### src/rtl/core/rrp_pkg.sv
// Shared types and constants for the request byte parser.
`timescale 1ns / 1ps

package rrp_pkg;

  // Configuration register indexes and widths
  localparam int CFG_IDX_W  = 1;
  localparam int CFG_DATA_W = 30;
  localparam int ARGMAX_W   = 16;
  localparam int LENMAX_W   = 30;

  localparam logic [CFG_IDX_W-1:0] REG_MAX_ARG_COUNT   = 1'd0;
  localparam logic [CFG_IDX_W-1:0] REG_MAX_BULK_LENGTH = 1'd1;

  localparam logic [ARGMAX_W-1:0] ARGMAX_RESET = 16'd65535;
  localparam logic [LENMAX_W-1:0] LENMAX_RESET = 30'd536870912;

  // Result kinds
  typedef logic [1:0] kind_t;
  localparam kind_t KIND_DATA   = 2'd0;
  localparam kind_t KIND_ARGEND = 2'd1;
  localparam kind_t KIND_CMDEND = 2'd2;
  localparam kind_t KIND_ERROR  = 2'd3;

  // Parser modes
  localparam int MODE_W = 3;
  localparam logic [MODE_W-1:0] MODE_IDLE   = 3'd0;
  localparam logic [MODE_W-1:0] MODE_COUNT  = 3'd1;
  localparam logic [MODE_W-1:0] MODE_ELEM   = 3'd2;
  localparam logic [MODE_W-1:0] MODE_LEN    = 3'd3;
  localparam logic [MODE_W-1:0] MODE_DATA   = 3'd4;
  localparam logic [MODE_W-1:0] MODE_SKIP   = 3'd5;
  localparam logic [MODE_W-1:0] MODE_INLINE = 3'd6;
  localparam logic [MODE_W-1:0] MODE_DEAD   = 3'd7;

  // Number scanner phases
  localparam logic [1:0] PH_PRE    = 2'd0;
  localparam logic [1:0] PH_DIGITS = 2'd1;
  localparam logic [1:0] PH_DONE   = 2'd2;

  // Characters
  localparam logic [7:0] CH_STAR   = 8'h2A;
  localparam logic [7:0] CH_DOLLAR = 8'h24;
  localparam logic [7:0] CH_CR     = 8'h0D;
  localparam logic [7:0] CH_LF     = 8'h0A;
  localparam logic [7:0] CH_SPACE  = 8'h20;
  localparam logic [7:0] CH_TAB    = 8'h09;
  localparam logic [7:0] CH_VT     = 8'h0B;
  localparam logic [7:0] CH_FF     = 8'h0C;
  localparam logic [7:0] CH_PLUS   = 8'h2B;
  localparam logic [7:0] CH_MINUS  = 8'h2D;
  localparam logic [7:0] CH_ZERO   = 8'h30;
  localparam logic [7:0] CH_NINE   = 8'h39;

  localparam int NUM_W = 32;

  // Result queue
  localparam int QDEPTH = 4;
  localparam int QPTR_W = $clog2(QDEPTH);
  localparam int QCNT_W = $clog2(QDEPTH + 1);

  typedef struct packed {
    kind_t      kind;
    logic [7:0] data;
    logic       last;
  } result_t;

endpackage

### src/rtl/core/rrp_num.sv
// Decimal number scanner with sign and saturation, one character per cycle while feed is high.
`timescale 1ns / 1ps

module rrp_num (
  input  logic                      clk,
  input  logic                      rst_n,
  input  logic                      clr,
  input  logic                      feed,
  input  logic [7:0]                ch,
  output logic [rrp_pkg::NUM_W-1:0] value,
  output logic                      negative
);

  logic [rrp_pkg::NUM_W-1:0] value_r, value_nxt;
  logic                      neg_r, neg_nxt;
  logic [1:0]                phase_r, phase_nxt;
  logic                      is_digit;
  logic                      is_ws;
  logic [rrp_pkg::NUM_W+3:0] acc;
  logic [rrp_pkg::NUM_W-1:0] acc_sat;

  assign is_digit = (ch >= rrp_pkg::CH_ZERO) && (ch <= rrp_pkg::CH_NINE);
  assign is_ws    = (ch == rrp_pkg::CH_SPACE) || (ch == rrp_pkg::CH_TAB) ||
                    (ch == rrp_pkg::CH_LF) || (ch == rrp_pkg::CH_VT) ||
                    (ch == rrp_pkg::CH_FF) || (ch == rrp_pkg::CH_CR);

  // value * 10 + digit as shift-add, saturate at all ones
  assign acc     = {1'b0, value_r, 3'b000} + {3'b000, value_r, 1'b0}
                 + {(rrp_pkg::NUM_W)'(0), ch[3:0] - rrp_pkg::CH_ZERO[3:0]};
  assign acc_sat = (acc[rrp_pkg::NUM_W+3:rrp_pkg::NUM_W] != 4'd0) ?
                   {rrp_pkg::NUM_W{1'b1}} : acc[rrp_pkg::NUM_W-1:0];

  always_comb begin
    value_nxt = value_r;
    neg_nxt   = neg_r;
    phase_nxt = phase_r;
    if (clr) begin
      value_nxt = '0;
      neg_nxt   = 1'b0;
      phase_nxt = rrp_pkg::PH_PRE;
    end else if (feed) begin
      unique case (phase_r)
        rrp_pkg::PH_PRE: begin
          if (is_ws) begin
            phase_nxt = rrp_pkg::PH_PRE;
          end else if (ch == rrp_pkg::CH_PLUS || ch == rrp_pkg::CH_MINUS) begin
            neg_nxt   = (ch == rrp_pkg::CH_MINUS);
            phase_nxt = rrp_pkg::PH_DIGITS;
          end else if (is_digit) begin
            value_nxt = acc_sat;
            phase_nxt = rrp_pkg::PH_DIGITS;
          end else begin
            phase_nxt = rrp_pkg::PH_DONE;
          end
        end
        rrp_pkg::PH_DIGITS: begin
          if (is_digit) begin
            value_nxt = acc_sat;
          end else begin
            phase_nxt = rrp_pkg::PH_DONE;
          end
        end
        default: begin
          phase_nxt = phase_r;
        end
      endcase
    end
  end

  always_ff @(posedge clk) begin
    if (!rst_n) begin
      value_r <= '0;
      neg_r   <= 1'b0;
      phase_r <= rrp_pkg::PH_PRE;
    end else begin
      value_r <= value_nxt;
      neg_r   <= neg_nxt;
      phase_r <= phase_nxt;
    end
  end

  assign value    = value_r;
  assign negative = neg_r;

endmodule

### src/rtl/core/rrp_outq.sv
// Four-entry result queue; takes up to two results per cycle, gives one per cycle while out_ready is high.
`timescale 1ns / 1ps

module rrp_outq (
  input  logic             clk,
  input  logic             rst_n,
  input  logic [1:0]       push_cnt,
  input  rrp_pkg::result_t push0,
  input  rrp_pkg::result_t push1,
  output logic             room2,
  output logic             out_valid,
  input  logic             out_ready,
  output rrp_pkg::result_t out_res
);

  rrp_pkg::result_t mem [rrp_pkg::QDEPTH];

  logic [rrp_pkg::QPTR_W-1:0] wr_ptr_r, rd_ptr_r;
  logic [rrp_pkg::QCNT_W-1:0] count_r;
  logic                       pop;

  assign out_valid = (count_r != '0);
  assign pop       = out_valid && out_ready;
  assign room2     = (count_r <= rrp_pkg::QCNT_W'(rrp_pkg::QDEPTH - 2));
  assign out_res   = mem[rd_ptr_r];

  always_ff @(posedge clk) begin
    if (push_cnt != 2'd0) begin
      mem[wr_ptr_r] <= push0;
    end
    if (push_cnt == 2'd2) begin
      mem[wr_ptr_r + rrp_pkg::QPTR_W'(1)] <= push1;
    end
  end

  always_ff @(posedge clk) begin
    if (!rst_n) begin
      wr_ptr_r <= '0;
      rd_ptr_r <= '0;
      count_r  <= '0;
    end else begin
      wr_ptr_r <= wr_ptr_r + rrp_pkg::QPTR_W'(push_cnt);
      if (pop) begin
        rd_ptr_r <= rd_ptr_r + rrp_pkg::QPTR_W'(1);
      end
      count_r <= count_r + rrp_pkg::QCNT_W'(push_cnt) - rrp_pkg::QCNT_W'(pop);
    end
  end

endmodule

### src/rtl/core/resp_request_parser.sv
// Streaming request parser: array/bulk and inline commands, one byte per request.
// Results: a byte's results enter the result queue when the byte is accepted and leave it in order.
// Throughput: one byte per cycle while bytes give at most one result each and the output
//   drains every cycle; results queue in four entries and in_ready needs two free ones.
// Reset (synchronous, rst_n low): parser to idle, limits to their defaults, queue emptied.
`timescale 1ns / 1ps

module resp_request_parser #(
  parameter int COUNT_BITS  = 16,
  parameter int LENGTH_BITS = 30
) (
  input  logic                           clk,
  input  logic                           rst_n,
  input  logic                           cfg_wr_en,
  input  logic [rrp_pkg::CFG_IDX_W-1:0]  cfg_index,
  input  logic [rrp_pkg::CFG_DATA_W-1:0] cfg_data,
  input  logic                           in_valid,
  output logic                           in_ready,
  input  logic [7:0]                     in_byte,
  output logic                           out_valid,
  input  logic                           out_ready,
  output logic [1:0]                     out_kind,
  output logic [7:0]                     out_data_byte,
  output logic                           out_last
);

  logic [rrp_pkg::ARGMAX_W-1:0] max_arg_r;
  logic [rrp_pkg::LENMAX_W-1:0] max_len_r;

  logic [rrp_pkg::MODE_W-1:0] mode_r, mode_nxt;
  logic [COUNT_BITS-1:0]      args_left_r, args_left_nxt;
  logic [LENGTH_BITS-1:0]     bytes_left_r, bytes_left_nxt;
  logic                       skip_first_r, skip_first_nxt;
  logic                       pending_cr_r, pending_cr_nxt;
  logic                       token_open_r, token_open_nxt;
  logic                       line_tok_r, line_tok_nxt;

  logic                       accept;
  logic                       crlf;
  logic                       num_clr, num_feed;
  logic [rrp_pkg::NUM_W-1:0]  num_value;
  logic                       num_neg;
  logic                       count_bad, len_bad;
  logic [LENGTH_BITS-1:0]     bytes_dec;
  rrp_pkg::result_t           res [2];
  logic [1:0]                 nres;
  logic                       room2;
  rrp_pkg::result_t           head;

  assign accept = in_valid && in_ready;
  assign in_ready = room2;
  assign crlf   = pending_cr_r && (in_byte == rrp_pkg::CH_LF);

  assign count_bad = (num_value == '0) || num_neg ||
                     (num_value > {{(rrp_pkg::NUM_W-rrp_pkg::ARGMAX_W){1'b0}}, max_arg_r}) ||
                     ((num_value >> COUNT_BITS) != '0);
  assign len_bad   = (num_neg && (num_value != '0)) ||
                     (num_value > {{(rrp_pkg::NUM_W-rrp_pkg::LENMAX_W){1'b0}}, max_len_r}) ||
                     ((num_value >> LENGTH_BITS) != '0);
  assign bytes_dec = bytes_left_r - LENGTH_BITS'(1);

  rrp_num u_num (
    .clk      (clk),
    .rst_n    (rst_n),
    .clr      (num_clr),
    .feed     (num_feed),
    .ch       (in_byte),
    .value    (num_value),
    .negative (num_neg)
  );

  always_comb begin
    mode_nxt       = mode_r;
    args_left_nxt  = args_left_r;
    bytes_left_nxt = bytes_left_r;
    skip_first_nxt = skip_first_r;
    pending_cr_nxt = pending_cr_r;
    token_open_nxt = token_open_r;
    line_tok_nxt   = line_tok_r;
    num_clr        = 1'b0;
    num_feed       = 1'b0;
    res[0]         = '0;
    res[1]         = '0;
    nres           = 2'd0;

    unique case (mode_r)
      rrp_pkg::MODE_IDLE: begin
        pending_cr_nxt = 1'b0;
        token_open_nxt = 1'b0;
        line_tok_nxt   = 1'b0;
        if (in_byte == rrp_pkg::CH_STAR) begin
          num_clr  = 1'b1;
          mode_nxt = rrp_pkg::MODE_COUNT;
        end else begin
          mode_nxt = rrp_pkg::MODE_INLINE;
          if (in_byte == rrp_pkg::CH_CR) begin
            pending_cr_nxt = 1'b1;
          end else if (in_byte != rrp_pkg::CH_SPACE) begin
            res[0]         = '{rrp_pkg::KIND_DATA, in_byte, 1'b0};
            nres           = 2'd1;
            token_open_nxt = 1'b1;
            line_tok_nxt   = 1'b1;
          end
        end
      end
      rrp_pkg::MODE_COUNT: begin
        if (crlf) begin
          pending_cr_nxt = 1'b0;
          if (count_bad) begin
            res[0]   = '{rrp_pkg::KIND_ERROR, 8'd0, 1'b0};
            nres     = 2'd1;
            mode_nxt = rrp_pkg::MODE_DEAD;
          end else begin
            args_left_nxt = num_value[COUNT_BITS-1:0];
            mode_nxt      = rrp_pkg::MODE_ELEM;
          end
        end else begin
          num_feed       = 1'b1;
          pending_cr_nxt = (in_byte == rrp_pkg::CH_CR);
        end
      end
      rrp_pkg::MODE_ELEM: begin
        if (in_byte == rrp_pkg::CH_DOLLAR) begin
          num_clr        = 1'b1;
          pending_cr_nxt = 1'b0;
          mode_nxt       = rrp_pkg::MODE_LEN;
        end else begin
          res[0]   = '{rrp_pkg::KIND_ERROR, 8'd0, 1'b0};
          nres     = 2'd1;
          mode_nxt = rrp_pkg::MODE_DEAD;
        end
      end
      rrp_pkg::MODE_LEN: begin
        if (crlf) begin
          pending_cr_nxt = 1'b0;
          if (len_bad) begin
            res[0]   = '{rrp_pkg::KIND_ERROR, 8'd0, 1'b0};
            nres     = 2'd1;
            mode_nxt = rrp_pkg::MODE_DEAD;
          end else if (num_value == '0) begin
            // empty bulk string: argument ends right on the length line
            res[0]         = '{rrp_pkg::KIND_ARGEND, 8'd0, 1'b0};
            nres           = 2'd1;
            args_left_nxt  = args_left_r - COUNT_BITS'(1);
            skip_first_nxt = 1'b1;
            mode_nxt       = rrp_pkg::MODE_SKIP;
          end else begin
            bytes_left_nxt = num_value[LENGTH_BITS-1:0];
            mode_nxt       = rrp_pkg::MODE_DATA;
          end
        end else begin
          num_feed       = 1'b1;
          pending_cr_nxt = (in_byte == rrp_pkg::CH_CR);
        end
      end
      rrp_pkg::MODE_DATA: begin
        res[0]         = '{rrp_pkg::KIND_DATA, in_byte, 1'b0};
        nres           = 2'd1;
        bytes_left_nxt = bytes_dec;
        if (bytes_dec == '0) begin
          res[1]         = '{rrp_pkg::KIND_ARGEND, 8'd0, 1'b0};
          nres           = 2'd2;
          args_left_nxt  = args_left_r - COUNT_BITS'(1);
          skip_first_nxt = 1'b1;
          mode_nxt       = rrp_pkg::MODE_SKIP;
        end
      end
      rrp_pkg::MODE_SKIP: begin
        // drop the two trailer bytes unchecked
        skip_first_nxt = 1'b0;
        if (!skip_first_r) begin
          if (args_left_r == '0) begin
            res[0]   = '{rrp_pkg::KIND_CMDEND, 8'd0, 1'b0};
            nres     = 2'd1;
            mode_nxt = rrp_pkg::MODE_IDLE;
          end else begin
            mode_nxt = rrp_pkg::MODE_ELEM;
          end
        end
      end
      rrp_pkg::MODE_INLINE: begin
        if (crlf) begin
          pending_cr_nxt = 1'b0;
          if (!line_tok_r) begin
            res[0] = '{rrp_pkg::KIND_ERROR, 8'd0, 1'b0};
            nres   = 2'd1;
          end else if (token_open_r) begin
            res[0] = '{rrp_pkg::KIND_ARGEND, 8'd0, 1'b0};
            res[1] = '{rrp_pkg::KIND_CMDEND, 8'd0, 1'b0};
            nres   = 2'd2;
          end else begin
            res[0] = '{rrp_pkg::KIND_CMDEND, 8'd0, 1'b0};
            nres   = 2'd1;
          end
          token_open_nxt = 1'b0;
          line_tok_nxt   = 1'b0;
          mode_nxt       = rrp_pkg::MODE_IDLE;
        end else begin
          // a held CR not followed by LF is plain data
          if (pending_cr_r) begin
            res[0]         = '{rrp_pkg::KIND_DATA, rrp_pkg::CH_CR, 1'b0};
            nres           = 2'd1;
            token_open_nxt = 1'b1;
            line_tok_nxt   = 1'b1;
          end
          if (in_byte == rrp_pkg::CH_CR) begin
            pending_cr_nxt = 1'b1;
          end else begin
            pending_cr_nxt = 1'b0;
            if (in_byte == rrp_pkg::CH_SPACE) begin
              if (token_open_nxt) begin
                res[nres[0]] = '{rrp_pkg::KIND_ARGEND, 8'd0, 1'b0};
                nres         = nres + 2'd1;
              end
              token_open_nxt = 1'b0;
            end else begin
              res[nres[0]]   = '{rrp_pkg::KIND_DATA, in_byte, 1'b0};
              nres           = nres + 2'd1;
              token_open_nxt = 1'b1;
              line_tok_nxt   = 1'b1;
            end
          end
        end
      end
      default: begin
        mode_nxt = rrp_pkg::MODE_DEAD;
      end
    endcase

    if (nres != 2'd0) begin
      res[nres[1]].last = 1'b1;
    end
    if (!accept) begin
      num_clr  = 1'b0;
      num_feed = 1'b0;
    end
  end

  rrp_outq u_outq (
    .clk       (clk),
    .rst_n     (rst_n),
    .push_cnt  (accept ? nres : 2'd0),
    .push0     (res[0]),
    .push1     (res[1]),
    .room2     (room2),
    .out_valid (out_valid),
    .out_ready (out_ready),
    .out_res   (head)
  );

  assign out_kind      = head.kind;
  assign out_data_byte = head.data;
  assign out_last      = head.last;

  always_ff @(posedge clk) begin
    if (!rst_n) begin
      max_arg_r <= rrp_pkg::ARGMAX_RESET;
      max_len_r <= rrp_pkg::LENMAX_RESET;
    end else if (cfg_wr_en) begin
      unique case (cfg_index)
        rrp_pkg::REG_MAX_ARG_COUNT:   max_arg_r <= cfg_data[rrp_pkg::ARGMAX_W-1:0];
        rrp_pkg::REG_MAX_BULK_LENGTH: max_len_r <= cfg_data[rrp_pkg::LENMAX_W-1:0];
        default: begin
          max_arg_r <= max_arg_r;
        end
      endcase
    end
  end

  always_ff @(posedge clk) begin
    if (!rst_n) begin
      mode_r       <= rrp_pkg::MODE_IDLE;
      args_left_r  <= '0;
      bytes_left_r <= '0;
      skip_first_r <= 1'b0;
      pending_cr_r <= 1'b0;
      token_open_r <= 1'b0;
      line_tok_r   <= 1'b0;
    end else if (accept) begin
      mode_r       <= mode_nxt;
      args_left_r  <= args_left_nxt;
      bytes_left_r <= bytes_left_nxt;
      skip_first_r <= skip_first_nxt;
      pending_cr_r <= pending_cr_nxt;
      token_open_r <= token_open_nxt;
      line_tok_r   <= line_tok_nxt;
    end
  end

endmodule

### config.mk
export PLATFORM = sky130hd
export DESIGN_NAME = resp_request_parser
export DESIGN_NICKNAME = d
export VERILOG_FILES = /design/src/rtl/core/rrp_pkg.sv /design/src/rtl/core/rrp_num.sv /design/src/rtl/core/rrp_outq.sv /design/src/rtl/core/resp_request_parser.sv
export SDC_FILE = /design/constraint.sdc
export NUM_CORES = 1
export LEC_CHECK = 0
export BUFFER_PORTS_ARGS = -buffer_cell sky130_fd_sc_hd__buf_4
export CAP_MARGIN = 20
export CELL_PAD_IN_SITES_DETAIL_PLACEMENT = 1
export CELL_PAD_IN_SITES_GLOBAL_PLACEMENT = 2
export CORE_ASPECT_RATIO = 0.9
export CORE_MARGIN = 4
export CORE_UTILIZATION = 35
export DETAILED_ROUTE_END_ITERATION = 7
export GPL_ROUTABILITY_DRIVEN = 0
export GPL_TIMING_DRIVEN = 0
export PLACE_DENSITY = 0.79
export SYNTH_ARGS = -nofsm -noshare
export SYNTH_HDL_FRONTEND = slang
export SYNTH_SLANG_ARGS = --single-unit
### constraint.sdc
create_clock -name clk -period 4.3 [get_ports clk]
set_clock_uncertainty 0.15 [all_clocks]
set_input_delay 0.86 -clock clk [delete_from_list [all_inputs] [get_ports clk]]
set_output_delay 0.86 -clock clk [all_outputs]
set_load 0.02 [all_outputs]
==> flow_results.org, run 1 <==
** Cells and area
- Once layout is complete, the utilization of the core stands at 0.413.
- Layout area overhead :: 15.3%
- Fin nets :: 1806
- 0 antenna diodes ended up in the layout.
- Layout cells sized above 1 :: 0.132
- Count of fill cells added during filler insertion :: roughly 4300

** Global route
- Maximum number of pins on one net before global-route repair :: 20
- For this run, the total global-route usage over all layers was measured as 0.225.
- After global routing the overflow that remains totals 0.
- The via count of the first global-routing pass is between 10000 and 15000.
- Number of antenna violations at the first check in global routing :: 0
- The first global-routing pass estimated approximately 72000 µm of wire.

** Worst setup path
- Flop-to-flop setup slack :: 0.16 ns
- The signal on the critical path passes through buf_4 > fa_1 > ha_1 > a211oi_2 > nor4_1 > or4b_4 > a31o_2 > a21oi_4 > o21ai_2 > a211o_1 > o2111a_2 > clkbuf_4 > a21oi_1.
- Type of the worst setup path :: input pin to flip-flop
- Buf+Inv Stages, Crit Path :: 2
- Setup crit end kind :: flip-flop
- Among all stages on the critical path, the largest delay is contributed by sky130_fd_sc_hd__or4b_4.
- Path depth of the worst reg2reg path :: 15
- Data on the critical path is required at its endpoint by approximately 4.5 ns.
- Peak fanout along the critical path :: 10
- The endpoint identified for the worst register-to-register timing path is u_outq.count_r[1].
- The worst register-to-register path begins at u_num.value[28].
- Startpoint types :: input pin
- Largest delay contributor family on the critical path :: compound AO/OA/AOI/OAI gates
- Data on the critical path arrives at its endpoint at 4.41 ns.
- Critical Path Max Stage Delay :: 0.58 ns

** Detailed routing
- Antenna viol nets, final :: 0
- The first detailed-routing pass ran for 5 iterations.
- Via density :: approximately 5.7
- Number of remaining DRC errors :: 0
- DR iter-0 viols :: 674
- Via total after detailed routing :: roughly 12000
- Routed wire per std cell :: ~21 µm
- Total wire length :: between 40000 and 50000 µm

** Synthesis
- Yosys mapped a number of flops with a built-in enable equal to 44.
- Ranked by instance count, the synthesized netlist is headed by sky130_fd_sc_hd__nand2_1, sky130_fd_sc_hd__a21oi_1, sky130_fd_sc_hd__dfxtp_1.
- Register area share after synthesis :: 0.321
- Async set-reset flop share out of synthesis :: 0
- Yosys top cell by area :: sky130_fd_sc_hd__dfxtp_1
- Among all cell types in the netlist, the one instantiated most often is sky130_fd_sc_hd__nand2_1.
- By area the synthesized netlist is led by sky130_fd_sc_hd__dfxtp_1, sky130_fd_sc_hd__ha_1, sky130_fd_sc_hd__edfxtp_1.
- Summing every instance area after synthesis gives 13000 µm².
- Avg Cell Area, Syn :: around 8.4 µm²
- Synthesis inferred 187 register bits.
- Post-synth top flop :: sky130_fd_sc_hd__dfxtp_1
- Syn Nets :: 1714
- Yosys printed 0 warnings.
- Counting distinct cell types in the post-synthesis netlist gives 96.
- Synthesis handed over a netlist of 1551 instances.
- The share of synthesized area in the top cell type comes to 0.220.

** CTS
- In this run, CTS created clock tree buffers numbering 17.
- Library cell used as clock root buffer :: sky130_fd_sc_hd__clkbuf_16
- Clock-pin slew of the registers on the worst-case setup and hold paths :: 0.08 ns
- The clock passes through at most 2 buffers.
- Buffers inserted to repair hold after CTS numbered 0.
- The later pin in the worst-skew pair is clocked with a latency of approximately 0.47 ns.
- The H-tree generated during clock tree synthesis spans 4 levels.
- TritonCTS built the clock tree.
- Clock tree sinks :: around 190

** Floorplan
- I/O Pins :: 57
- The floorplan step set the die width to around 210 µm.
- The floorplan step defined a core boundary enclosing ~36000 µm².
- Die Height :: about 190 µm
- The floorplan has 66 rows.
- Die outline area :: approximately 40000 µm²
- For this configuration, the core starts out at a cell density of 0.358.

** Power and ir drop
- Power per unit of standard cell area :: around 470 nW/µm²
- Static Leak :: about 0.0065 µW
- Clock power share :: 0.236
- Net switching fraction of the power :: 0.425
- IR analysis of the VDD net gives a maximum drop of 278 µV.
- The share of total power dissipated in sequential elements is 0.312.
- Switching Power :: roughly 3000 µW
- Cell internal power was estimated by the tool at 4050 µW.
- Combinational group share of total power :: 0.451

** Worst hold path
- The startpoint identified for the worst hold timing path is max_len_r[11].
- The worst hold path belongs to the class flip-flop to flip-flop.
- Worst Hold End :: max_len_r[11]
- Cell count of the worst hold path :: 2

** STA
- Worst rel slew slack :: 0.370
- Fraction of the cycle the final worst path needs :: 0.973
- Summed negative setup slack over all endpoints :: 0 ns
- For this run, the top clock speed supported by timing is ~240 MHz.
- The final hold violation count came to 0.
- Slew @ Worst Pin :: 0.946 ns
- Subtracting the final worst setup slack from the clock period gives approximately 4.2 ns.
- The number of pins exceeding their max-slew limit in the final report came to 0.
- Total of endpoints with negative setup slack in the final report :: 0

** Placed design
- Post-detail-place hpwl :: roughly 34000 µm
- Input and output buffers added on the ports amount to 55.

** Flow run
- The tool flagged a number of max-cap violations equal to 0.

** Status
- The run finished with clean final reports.
flip-flops by register name, summed over array words and instances, names as in the netlist, 2 cells and up, named ones only:
name,cells
u_num.value,32
u_num.phase_r,2
mode_r,3
max_arg_r,16
max_len_r,30
u_outq.rd_ptr_r,2
bytes_left_r,30
u_outq.mem,44
u_outq.count_r,3
u_outq.wr_ptr_r,2
args_left_r,16
tightest hold or removal path, cell delays in order (launching register included):
cell,delay [ns]
sky130_fd_sc_hd__dfxtp_1,0.32
sky130_fd_sc_hd__nand2_1,0.05
sky130_fd_sc_hd__a21oi_1,0.05
cells in the final DEF, fill, tap and decap left out, types with 7 or more instances in the layout:
cell type	n
sky130_fd_sc_hd__o211ai_1	29
sky130_fd_sc_hd__or3_1	13
sky130_fd_sc_hd__o21ai_1	14
sky130_fd_sc_hd__xor2_1	20
sky130_fd_sc_hd__nand4_1	19
sky130_fd_sc_hd__clkbuf_1	62
sky130_fd_sc_hd__buf_4	72
sky130_fd_sc_hd__o21ai_0	109
sky130_fd_sc_hd__xnor2_1	21
sky130_fd_sc_hd__ha_1	116
sky130_fd_sc_hd__dfxtp_1	119
sky130_fd_sc_hd__nor4_4	7
sky130_fd_sc_hd__nor2_1	116
sky130_fd_sc_hd__a21o_1	18
sky130_fd_sc_hd__a211oi_1	13
sky130_fd_sc_hd__a31oi_1	10
sky130_fd_sc_hd__dfxtp_2	17
sky130_fd_sc_hd__buf_6	9
sky130_fd_sc_hd__mux2i_1	47
sky130_fd_sc_hd__clkbuf_16	18
sky130_fd_sc_hd__and3_1	16
sky130_fd_sc_hd__dfxtp_4	7
sky130_fd_sc_hd__o21a_1	10
sky130_fd_sc_hd__a21oi_1	166
sky130_fd_sc_hd__o31ai_1	13
sky130_fd_sc_hd__inv_1	71
sky130_fd_sc_hd__nor3_1	19
sky130_fd_sc_hd__nand2_1	177
sky130_fd_sc_hd__and2_1	20
sky130_fd_sc_hd__nand3_1	37
sky130_fd_sc_hd__nor4_1	18
sky130_fd_sc_hd__a22oi_1	13
sky130_fd_sc_hd__nand2b_1	13
sky130_fd_sc_hd__mux4_2	11
sky130_fd_sc_hd__edfxtp_1	44
logic make-up after synthesis:
| logic type | Yosys count | share of synthesized area |
|---|---|---|
| AND/OR/NAND/NOR | 518 | 0.205 |
| XOR/XNOR | 43 | 0.0289 |
| flip-flops | 187 | 0.321 |
| adder cells (fa/ha/maj) | 119 | 0.116 |
| AO/OA/AOI/OAI | 468 | 0.222 |
| buffers and inverters | 153 | 0.0481 |
| multiplexers | 63 | 0.0594 |
timing repair:
item	CTS	global route
resized for setup	20	44
endpoints found under the setup margin	83	67
buffers inserted	1	14
pin swaps	1	11
cell type report:
type	count	area [µm²]	area share
flip-flops and latches	187	4230	0.281
well taps	476	596	0.0396
clock inverters	13	146	0.00974
inverters	73	274	0.0182
repair buffers	74	571	0.0379
multi-input cells	1211	8410	0.559
clock buffers	19	454	0.0302
plain buffers	79	357	0.0237
metal layers:
metal,vias up,track usage,wire length (µm)
li1,5890,-,-
met1,6083,0.317,22400
met2,191,0.365,20900
met3,42,0.0351,1730
met4,0,0.0540,709
met5,-,0,0
metrics by stage:
step	total power, µW	worst slack, ns	std cells	instance area, µm²	hold WS [ns]
3_3_place_gp	5100	-1.16	2082	14000	0.294
6_report	7040	0.118	2132	15000	0.309
5_1_grt	7470	-0.0129	2132	15000	0.327
2_1_floorplan	4240	0.0773	1551	13000	0.286
4_1_cts	6880	-0.00249	2119	14800	0.312
3_5_place_dp	5190	-0.698	2086	14100	0.300
worst max path at each step:
stage                          startpoint                end  slack (ns)  cells past startpoint
after detailed placement       in_byte[7]  u_outq.count_r[1]       -0.70                     14
after global placement    u_num.value[28]   u_outq.mem[2][8]       -1.16                     10
after CTS                 bytes_left_r[0]   u_outq.mem[1][3]      -0.002                     13
after floorplan                in_byte[7]  u_outq.count_r[1]        0.08                     14
final                          in_byte[3]    u_num.value[27]        0.12                     13
after global routing      u_num.value[28]  u_outq.count_r[1]       -0.01                     15
power by group through the flow:
stage | Clock, µW | Combinational (µW) | Sequential, µW
after CTS | 1690 | 3000 | 2200
final | 1660 | 3180 | 2200
after global routing | 1770 | 3480 | 2220
after floorplan | 0 | 2060 | 2190
after detailed placement | 0 | 2950 | 2240
after global placement | 0 | 2870 | 2220
Note: power is estimated with default switching activity, not from simulation.
==> inputs of run 2 (changes only) <==
- CTS_BUF_LIST: unset -> sky130_fd_sc_hd__clkbuf_8 sky130_fd_sc_hd__clkbuf_16
==> flow_results.org, run 2 (synthesized netlist as in run 1, its figures left out) <==
** Status
- The run finished with clean final reports.

** STA
- The final hold violation count came to 0 (unchanged).
- The number of pins exceeding their max-slew limit in the final report was 0 (unchanged).
- Final setup margin :: 0.118 ns (unchanged)
- The max-slew headroom at the worst pin came to 0.370 (unchanged).
- The clock period minus worst slack is 4.18 ns (unchanged).
- Worst hold margin :: 0.309 ns (unchanged)
- The measured slew at the worst slew-check pin was 0.946 ns (unchanged).
- The final critical-path share of the clock period came to 0.973 (unchanged).
- The count of final setup violators came to 0 (unchanged).
- Maximum operating frequency :: 239 MHz (unchanged)

** Placed design
- Dpl cells :: 2086 (unchanged)
- Count of buffers inserted at the top-level ports :: 55 (unchanged)
- The post-placement worst setup slack was -0.698 ns (unchanged).
- The placed wire-length estimate is 34200 µm (unchanged).

** Global route
- Total grt overflow :: 0 (unchanged)
- The largest net degree at the start of global routing came to 20 (unchanged).
- First-pass GRT wire length :: 71600 µm (unchanged)
- The via count of the first global-routing pass came to 12600 (unchanged).
- Number of antenna violations at the first check in global routing :: 0 (unchanged)
- Global-route total usage across every layer :: 0.225 (unchanged)

** Floorplan
- Area of the core region :: 36400 µm² (unchanged)
- Die Height :: 191 µm (unchanged)
- Die outline area :: 40400 µm² (unchanged)
- Die width :: 211 µm (unchanged)
- The number of rows in the core area was 66 (unchanged).
- The initial core utilization was 0.358 (unchanged).
- I/O Pins :: 57 (unchanged)

** Detailed routing
- Highest routed metal layer :: met4
- The DRC violation total after the first TritonRoute iteration came to 674 (unchanged).
- The wire length on met3 was 1730 µm (unchanged).
- The met2 routed wirelength was 20900 µm (unchanged).
- Via density :: 5.73 (unchanged)
- First-pass DRT Iterations :: 5 (unchanged)
- The remaining routing DRC violations is 0 (unchanged).
- The routed wire length came to 45700 µm (unchanged).
- The post-detailed-route count of antenna-violating nets came to 0 (unchanged).
- The routed length on met1 came to 22400 µm (about the same).
- Routed wire per std cell :: 21.4 µm (unchanged)
- Via total after detailed routing :: 12200 (unchanged)

** Power and ir drop
- Total power after layout :: 7040 µW (about the same)
- Static Leak :: 0.00651 µW (about the same)
- The worst vdd rail ir drop was 278 µV (unchanged).
- Power per unit of standard cell area :: 468 nW/µm² (about the same)

** Worst setup path
- Path depth of the worst reg2reg path :: 15 (unchanged)
- Startpoint of the worst register-to-register path :: u_num.value[28]
- Type of the worst setup path :: input pin to flip-flop
- The setup slack of the worst register-to-register path was 0.16 ns (about the same).
- The critical-path maximum fanout was 10 (unchanged).
- The worst setup path is launched from an input pin.
- Worst R2R End :: u_outq.count_r[1]
- Arrival time at the worst endpoint :: 4.41 ns (about the same)
- Setup crit end kind :: flip-flop
- The required time reported for the critical path endpoint came to 4.53 ns (about the same).

** CTS
- The number of sinks on the clock net was 187 (unchanged).
- Clock network latency to the later pin of the worst-skew pair :: 0.47 ns (about the same)
- Maximum root-to-sink buffer count :: 2 (unchanged)
- TritonCTS clock tree :: built
- The clock transition at the register clock pins on the worst setup and hold paths after CTS is 0.08 ns (about the same).
- The hold-fix buffer count after cts came to 0 (unchanged).
- The TritonCTS buffer count came to 17 (unchanged).
- Library cell used as clock root buffer :: sky130_fd_sc_hd__clkbuf_16
- Max H-tree Level :: 4 (unchanged)

** Cells and area
- The number of standard cells in the layout, taps in and fillers out was 2132 (unchanged).
- The library cell used most frequently in the layout, excluding fill and tap cells, is sky130_fd_sc_hd__nand2_1.
- The total inserted antenna cells was 0 (unchanged).
- The area growth from synthesis to layout is 15.3% (unchanged).
- Largest register by flop count :: u_outq.mem
- Flip-flop count of the largest register, all copies and words added :: 44 (unchanged)
- The fill cell total of the finished layout is 4327 (unchanged).
- Leaving out fill and tap cells, the most frequent cells in the layout are sky130_fd_sc_hd__nand2_1, sky130_fd_sc_hd__a21oi_1, sky130_fd_sc_hd__dfxtp_1, sky130_fd_sc_hd__nor2_1, sky130_fd_sc_hd__ha_1.
- The share of final-layout standard cells stronger than drive strength 1 was 0.132 (unchanged).
- The net total in the final layout is 1806 (unchanged).

** Worst hold path
- Tightest Hold Check Type :: flip-flop to flip-flop
- The worst hold path depth came to 2 (unchanged).
- Start point of the worst hold path :: max_len_r[11]
- Worst Hold End :: max_len_r[11]

** Flow run
- Max_cap viols :: 0 (unchanged)
## run 2: cell count changes in the layout (fill, tap and decap cells not counted), sizes merged
| cell | delta |
|---|---|
| clkbuf | -1 |
| inv | +1 |
## run 2: report_power, final
group	switching [µW]	leakage [µW]	internal (µW)
clock	848	0.000292	813
sequential	144	0.00158	2060
combinational	2000	0.00463	1180
total	2990	0.00651	4050
## run 2: per-stage QoR
stage,setup TNS [ns],instance area [µm²],utilization
after detailed placement,-31.27,14100,0.387
after global placement,-48.99,14000,0.386
after global routing,-0.0222,15000,0.413
after CTS,-0.00880,14800,0.405
after floorplan,0,13000,-
final,0,15000,0.413
## run 2: what timing repair did
action,CTS,global route
buffers inserted,1,14
gates resized for setup,20,44
setup endpoints to repair,83,67
hold endpoints to repair,0,0
gates cloned,0,0
pin swaps,1,11
## run 2: how the worst max path moves through the flow
stage / start / end / slack, ns / cells past startpoint
finish: in_byte[3] / u_num.value[27] / 0.12 / 13
floorplan: in_byte[7] / u_outq.count_r[1] / 0.08 / 14
global route: u_num.value[28] / u_outq.count_r[1] / -0.01 / 15
global placement: u_num.value[28] / u_outq.mem[2][8] / -1.16 / 10
detailed placement: in_byte[7] / u_outq.count_r[1] / -0.70 / 14
CTS: bytes_left_r[0] / u_outq.mem[1][3] / -0.002 / 13
## run 2: layer usage
layer / vias up / global-route usage
li1: 5890 / -
met1: 6083 / 0.317
met2: 191 / 0.365
met3: 42 / 0.0351
met4: 0 / 0.0540
met5: - / 0
## run 2: worst max-delay path: stages
cell and delay, ns:
sky130_fd_sc_hd__buf_4 0.15, sky130_fd_sc_hd__fa_1 0.53, sky130_fd_sc_hd__ha_1 0.35, sky130_fd_sc_hd__a211oi_2 0.25
sky130_fd_sc_hd__nor4_1 0.09, sky130_fd_sc_hd__or4b_4 0.58, sky130_fd_sc_hd__a31o_2 0.33, sky130_fd_sc_hd__a21oi_4 0.23
sky130_fd_sc_hd__o21ai_2 0.13, sky130_fd_sc_hd__a211o_1 0.30, sky130_fd_sc_hd__o2111a_2 0.22, sky130_fd_sc_hd__clkbuf_4 0.21
sky130_fd_sc_hd__a21oi_1 0.16
## run 2: area by class of cell
class | instances | area (µm²) | area share
timing repair buffer | 74 | 571 | 0.0379
sequential | 187 | 4230 | 0.281
clock buffer | 18 | 450 | 0.0300
buffer | 79 | 357 | 0.0237
tap | 476 | 596 | 0.0396
multi-input combinational | 1211 | 8410 | 0.559
inverter | 73 | 274 | 0.0182
clock inverter | 14 | 150 | 0.00999
==> inputs of run 3 (changes only) <==
- SYNTH_HIERARCHICAL: unset -> 1
==> flow_results.org, run 3 <==
** Status
- Run status :: complete, no violations

** Worst setup path
- Path depth of the worst reg2reg path :: 15 (unchanged)
- Flop-to-flop setup slack :: 0.02 ns (-0.14 ns)
- Setup crit end kind :: flip-flop
- Peak fanout along the critical path :: 7 (-3)
- In this run the worst setup path terminates at u_outq/mem[0][2].
- The worst setup path is launched from a flip-flop.
- The critical path is of the flip-flop to flip-flop type.
- The endpoint identified for the worst register-to-register timing path is u_outq/mem[0][2].
- Startpoint of the worst register-to-register path :: bytes_left_r[2]
- Worst endpoint required time :: 4.38 ns (-0.15 ns)
- CP startpoint :: bytes_left_r[2]
- Arrival time at the worst endpoint :: 4.35 ns (-0.06 ns)

** Floorplan
- Initial standard-cell utilization of the core :: 0.359 (+0.000708)
- Row count :: 67 (+1.5%)
- I/O Pins :: 57 (unchanged)
- The core area was 37600 µm² (+3.4%).
- The die height was 194 µm (+1.7%).
- Die width :: 215 µm (+1.7%)
- Die outline area :: 41800 µm² (+3.4%)

** Placed design
- Worst slack at placement :: -1.31 ns (-0.609 ns)
- Post-detail-place hpwl :: 35500 µm (+3.7%)
- Count of buffers inserted at the top-level ports :: 56 (+1.8%)

** Detailed routing
- First-pass DRT Iterations :: 7 (+2)
- Total wire length :: 49000 µm (+7.1%)
- Via density :: 5.77 (+0.73%)
- The DRC violation total after the first TritonRoute iteration is 882 (+31%).
- Routed wire per std cell :: 22.0 µm (+2.7%)
- The via count of the routed design was 12800 (+5.1%).
- Antenna viol nets, final :: 0 (unchanged)
- Number of remaining DRC errors :: 0 (unchanged)

** STA
- The max-slew headroom at the worst pin came to 0.298 (-0.0719).
- Final setup margin :: 0.0240 ns (-0.0942 ns)
- Setup repair after global routing missed its margin :: yes
- The clock period minus worst slack was 4.28 ns (+0.0942 ns).
- The highest achievable clock rate is 234 MHz (-2.2%).
- The final critical-path share of the clock period is 0.994 (+0.0219).
- Number of slew-limit violations in the final report :: 0 (unchanged)
- The measured slew at the worst slew-check pin was 1.04 ns (+0.0982 ns).
- Worst hold margin :: 0.309 ns (+0.0000810 ns)
- Final number of hold-violating endpoints :: 0 (unchanged)
- Total of endpoints with negative setup slack in the final report :: 0 (unchanged)

** CTS
- TritonCTS clock tree :: built
- The TritonCTS buffer count is 17 (unchanged).
- Max H-tree Level :: 4 (unchanged)
- Clock-pin slew of the registers on the worst-case setup and hold paths :: 0.07 ns (about the same)
- Maximum root-to-sink buffer count :: 2 (unchanged)
- The clock latency on the worst-skew pair is 0.48 ns (about the same).
- The number of sinks on the clock net was 187 (unchanged).
- In this run the clock root is driven by a sky130_fd_sc_hd__clkbuf_16.
- Hold-fix buffers at CTS :: 0 (unchanged)

** Synthesis
- Register area share after synthesis :: 0.310 (-0.0110)
- Number of flops mapped to enable cells by yosys :: 44 (unchanged)
- Most used standard cell by instance count after synthesis :: sky130_fd_sc_hd__nand2_1
- Post-Synthesis Cell Area :: 13500 µm² (+3.6%)
- Number of storage elements in the synthesis netlist :: 187 (unchanged)
- After synthesis, the cell types taking the most area are sky130_fd_sc_hd__dfxtp_1, sky130_fd_sc_hd__ha_1, sky130_fd_sc_hd__edfxtp_1.
- Cell variety after synth :: 94 (-2.1%)
- The area share of the largest cell type after synthesis came to 0.212 (-0.00755).
- The synthesized-area fraction occupied by ao, oa, aoi and oai cells was 0.219 (-0.00337).
- Of all cell types, the one taking the most synthesized area is sky130_fd_sc_hd__dfxtp_1.
- Post-synth top flop :: sky130_fd_sc_hd__dfxtp_1
- The xor and xnor area share after synthesis was 0.0254 (-0.00350).
- The cell count after synthesis is 1614 (+4.1%).
- Simple-gate share of the synthesized area :: 0.204 (-0.000916)
- Async set-reset flop share out of synthesis :: 0 (unchanged)
- Ys Warns :: 6 (+6)
- Dominant combinational cell family by area after synthesis :: compound AO/OA/AOI/OAI gates
- Avg Cell Area, Syn :: 8.36 µm² (-0.48%)
- Syn Nets :: 1777 (+3.7%)
- Commonest cells in the synthesized netlist :: sky130_fd_sc_hd__nand2_1, sky130_fd_sc_hd__a21oi_1, sky130_fd_sc_hd__dfxtp_1
- The multiplexer share of the synthesized area is 0.0767 (+0.0173).
- Synthesized-area fraction occupied by adder cells :: 0.112 (-0.00399)

** Power and ir drop
- Switching Power :: 2670 µW (-11%)
- Sequential power share :: 0.324 (+0.012)
- The clock share of power was 0.240 (+0.004).
- The cell internal power dissipation came to 3990 µW (-1.6%).
- Static Leak :: 0.00644 µW (-1.1%)
- The total power divided by cell area was 423 nW/µm² (-9.7%).
- Peak supply drop :: 231 µV (-17%)
- Combinational group share of total power :: 0.436 (-0.016)
- The switching share of power is 0.402 (-0.0232).

** Cells and area
- Layout area overhead :: 16.7%
- Multi-input gate area in the final layout :: 8870 µm² (+5.5%)
- Flip-flop count of the largest register, all copies and words added :: 44 (unchanged)
- Top library cells by usage in the layout, fill and taps aside :: sky130_fd_sc_hd__nand2_1, sky130_fd_sc_hd__a21oi_1, sky130_fd_sc_hd__dfxtp_1, sky130_fd_sc_hd__ha_1, sky130_fd_sc_hd__nor2_1
- Largest register by flop count :: u_outq/mem
- The total inserted antenna cells was 0 (unchanged).
- The total area of sequential cells is 4220 µm² (-0.30%).
- Fin nets :: 1892 (+4.8%)
- Leaving out fill and tap cells, the most frequent cell in the layout is sky130_fd_sc_hd__nand2_1.
- The share of final-layout standard cells stronger than drive strength 1 came to 0.170 (+0.0383).
- The fill cell total of the finished layout is 4454 (+2.9%).

** Global route
- The overall overflow remaining after global route came to 0 (unchanged).
- Global-route total usage across every layer :: 0.227 (+0.00210)
- The via count of the first global-routing pass was 12800 (+1.4%).
- The wire length of the first global-routing pass was 74800 µm (+4.5%).
- Maximum number of pins on one net before global-route repair :: 19 (-5.0%)
- Number of antenna violations at the first check in global routing :: 1 (+1)

** Worst hold path
- Start point of the worst hold path :: max_len_r[22]
- Tightest Hold Check Type :: flip-flop to flip-flop

** Flow run
- Max_cap viols :: 0 (unchanged)
[run 3: power by group through the flow]
| stage | logic (µW) | clock network (µW) | registers [µW] |
|---|---|---|---|
| finish | 2910 | 1600 | 2160 |
| global route | 3160 | 1700 | 2180 |
| CTS | 2710 | 1630 | 2150 |
| detailed placement | 2590 | 0 | 2190 |
| global placement | 2520 | 0 | 2180 |
| floorplan | 1840 | 0 | 2150 |
[run 3: layer usage]
metal,wire (µm),track usage,vias up,part of all wire
li1,-,-,6133,-
met1,23900,0.327,6375,0.49
met2,21600,0.350,267,0.44
met3,2520,0.0500,56,0.051
met4,881,0.0532,0,0.018
met5,0,0,-,0
[run 3: repair_timing]
action | in CTS | in global routing
resized for setup | 38 | 59
gates cloned | 0 | 3
setup buffers | 8 | 26
pin swaps | 7 | 14
setup endpoints to repair | 113 | 102
[run 3: worst max-delay path, cell delays in order (launching register included)]
cell and delay (ns):
sky130_fd_sc_hd__dfxtp_2 0.32, sky130_fd_sc_hd__buf_6 0.12, sky130_fd_sc_hd__or4_4 0.56, sky130_fd_sc_hd__nor4_4 0.31, sky130_fd_sc_hd__nand3_2 0.15, sky130_fd_sc_hd__or3b_4 0.45
sky130_fd_sc_hd__xor2_4 0.17, sky130_fd_sc_hd__nand4_4 0.15, sky130_fd_sc_hd__buf_6 0.18, sky130_fd_sc_hd__nand2_4 0.06, sky130_fd_sc_hd__nand4_1 0.14, sky130_fd_sc_hd__buf_4 0.18
sky130_fd_sc_hd__nor2b_4 0.13, sky130_fd_sc_hd__nand4b_1 0.36, sky130_fd_sc_hd__buf_2 0.29, sky130_fd_sc_hd__mux2_2 0.29
[run 3: cells by family after synthesis]
family	after synthesis
AND/OR/NAND/NOR	542
flip-flops	187
multiplexers	77
XOR/XNOR	36
AO/OA/AOI/OAI	484
buffers and inverters	169
adder cells (fa/ha/maj)	119
[run 3: through the flow]
| step | setup TNS [ns] | area, µm² | utilization | total power [µW] | cells |
|---|---|---|---|---|---|
| 6_report | 0 | 15700 | 0.418 | 6660 | 2225 |
| 5_1_grt | -4.36 | 15700 | 0.418 | 7040 | 2225 |
| 3_3_place_gp | -100.80 | 14500 | 0.386 | 4700 | 2153 |
| 3_5_place_dp | -91.71 | 14600 | 0.387 | 4770 | 2157 |
| 4_1_cts | 0 | 15300 | 0.407 | 6490 | 2197 |
| 2_1_floorplan | 0 | 13500 | - | 3990 | 1614 |
[run 3: worst min path at each step]
stage / slack (ns) / depth (start not counted) / endpoint
2_1_floorplan: 0.29 / 2 / max_len_r[10]
3_3_place_gp: 0.30 / 2 / max_len_r[15]
3_5_place_dp: 0.30 / 2 / max_len_r[8]
4_1_cts: 0.32 / 2 / max_len_r[9]
5_1_grt: 0.33 / 2 / max_len_r[25]
6_report: 0.31 / 2 / max_len_r[22]
[run 3: area by class of cell]
| type | instances | share of cell area |
|---|---|---|
| clock buffer | 17 | 0.0270 |
| timing repair buffer | 95 | 0.0470 |
| multi-input combinational | 1259 | 0.563 |
| sequential | 187 | 0.268 |
| tap | 483 | 0.0384 |
| clock inverter | 15 | 0.00842 |
| inverter | 82 | 0.0195 |
| buffer | 87 | 0.0286 |
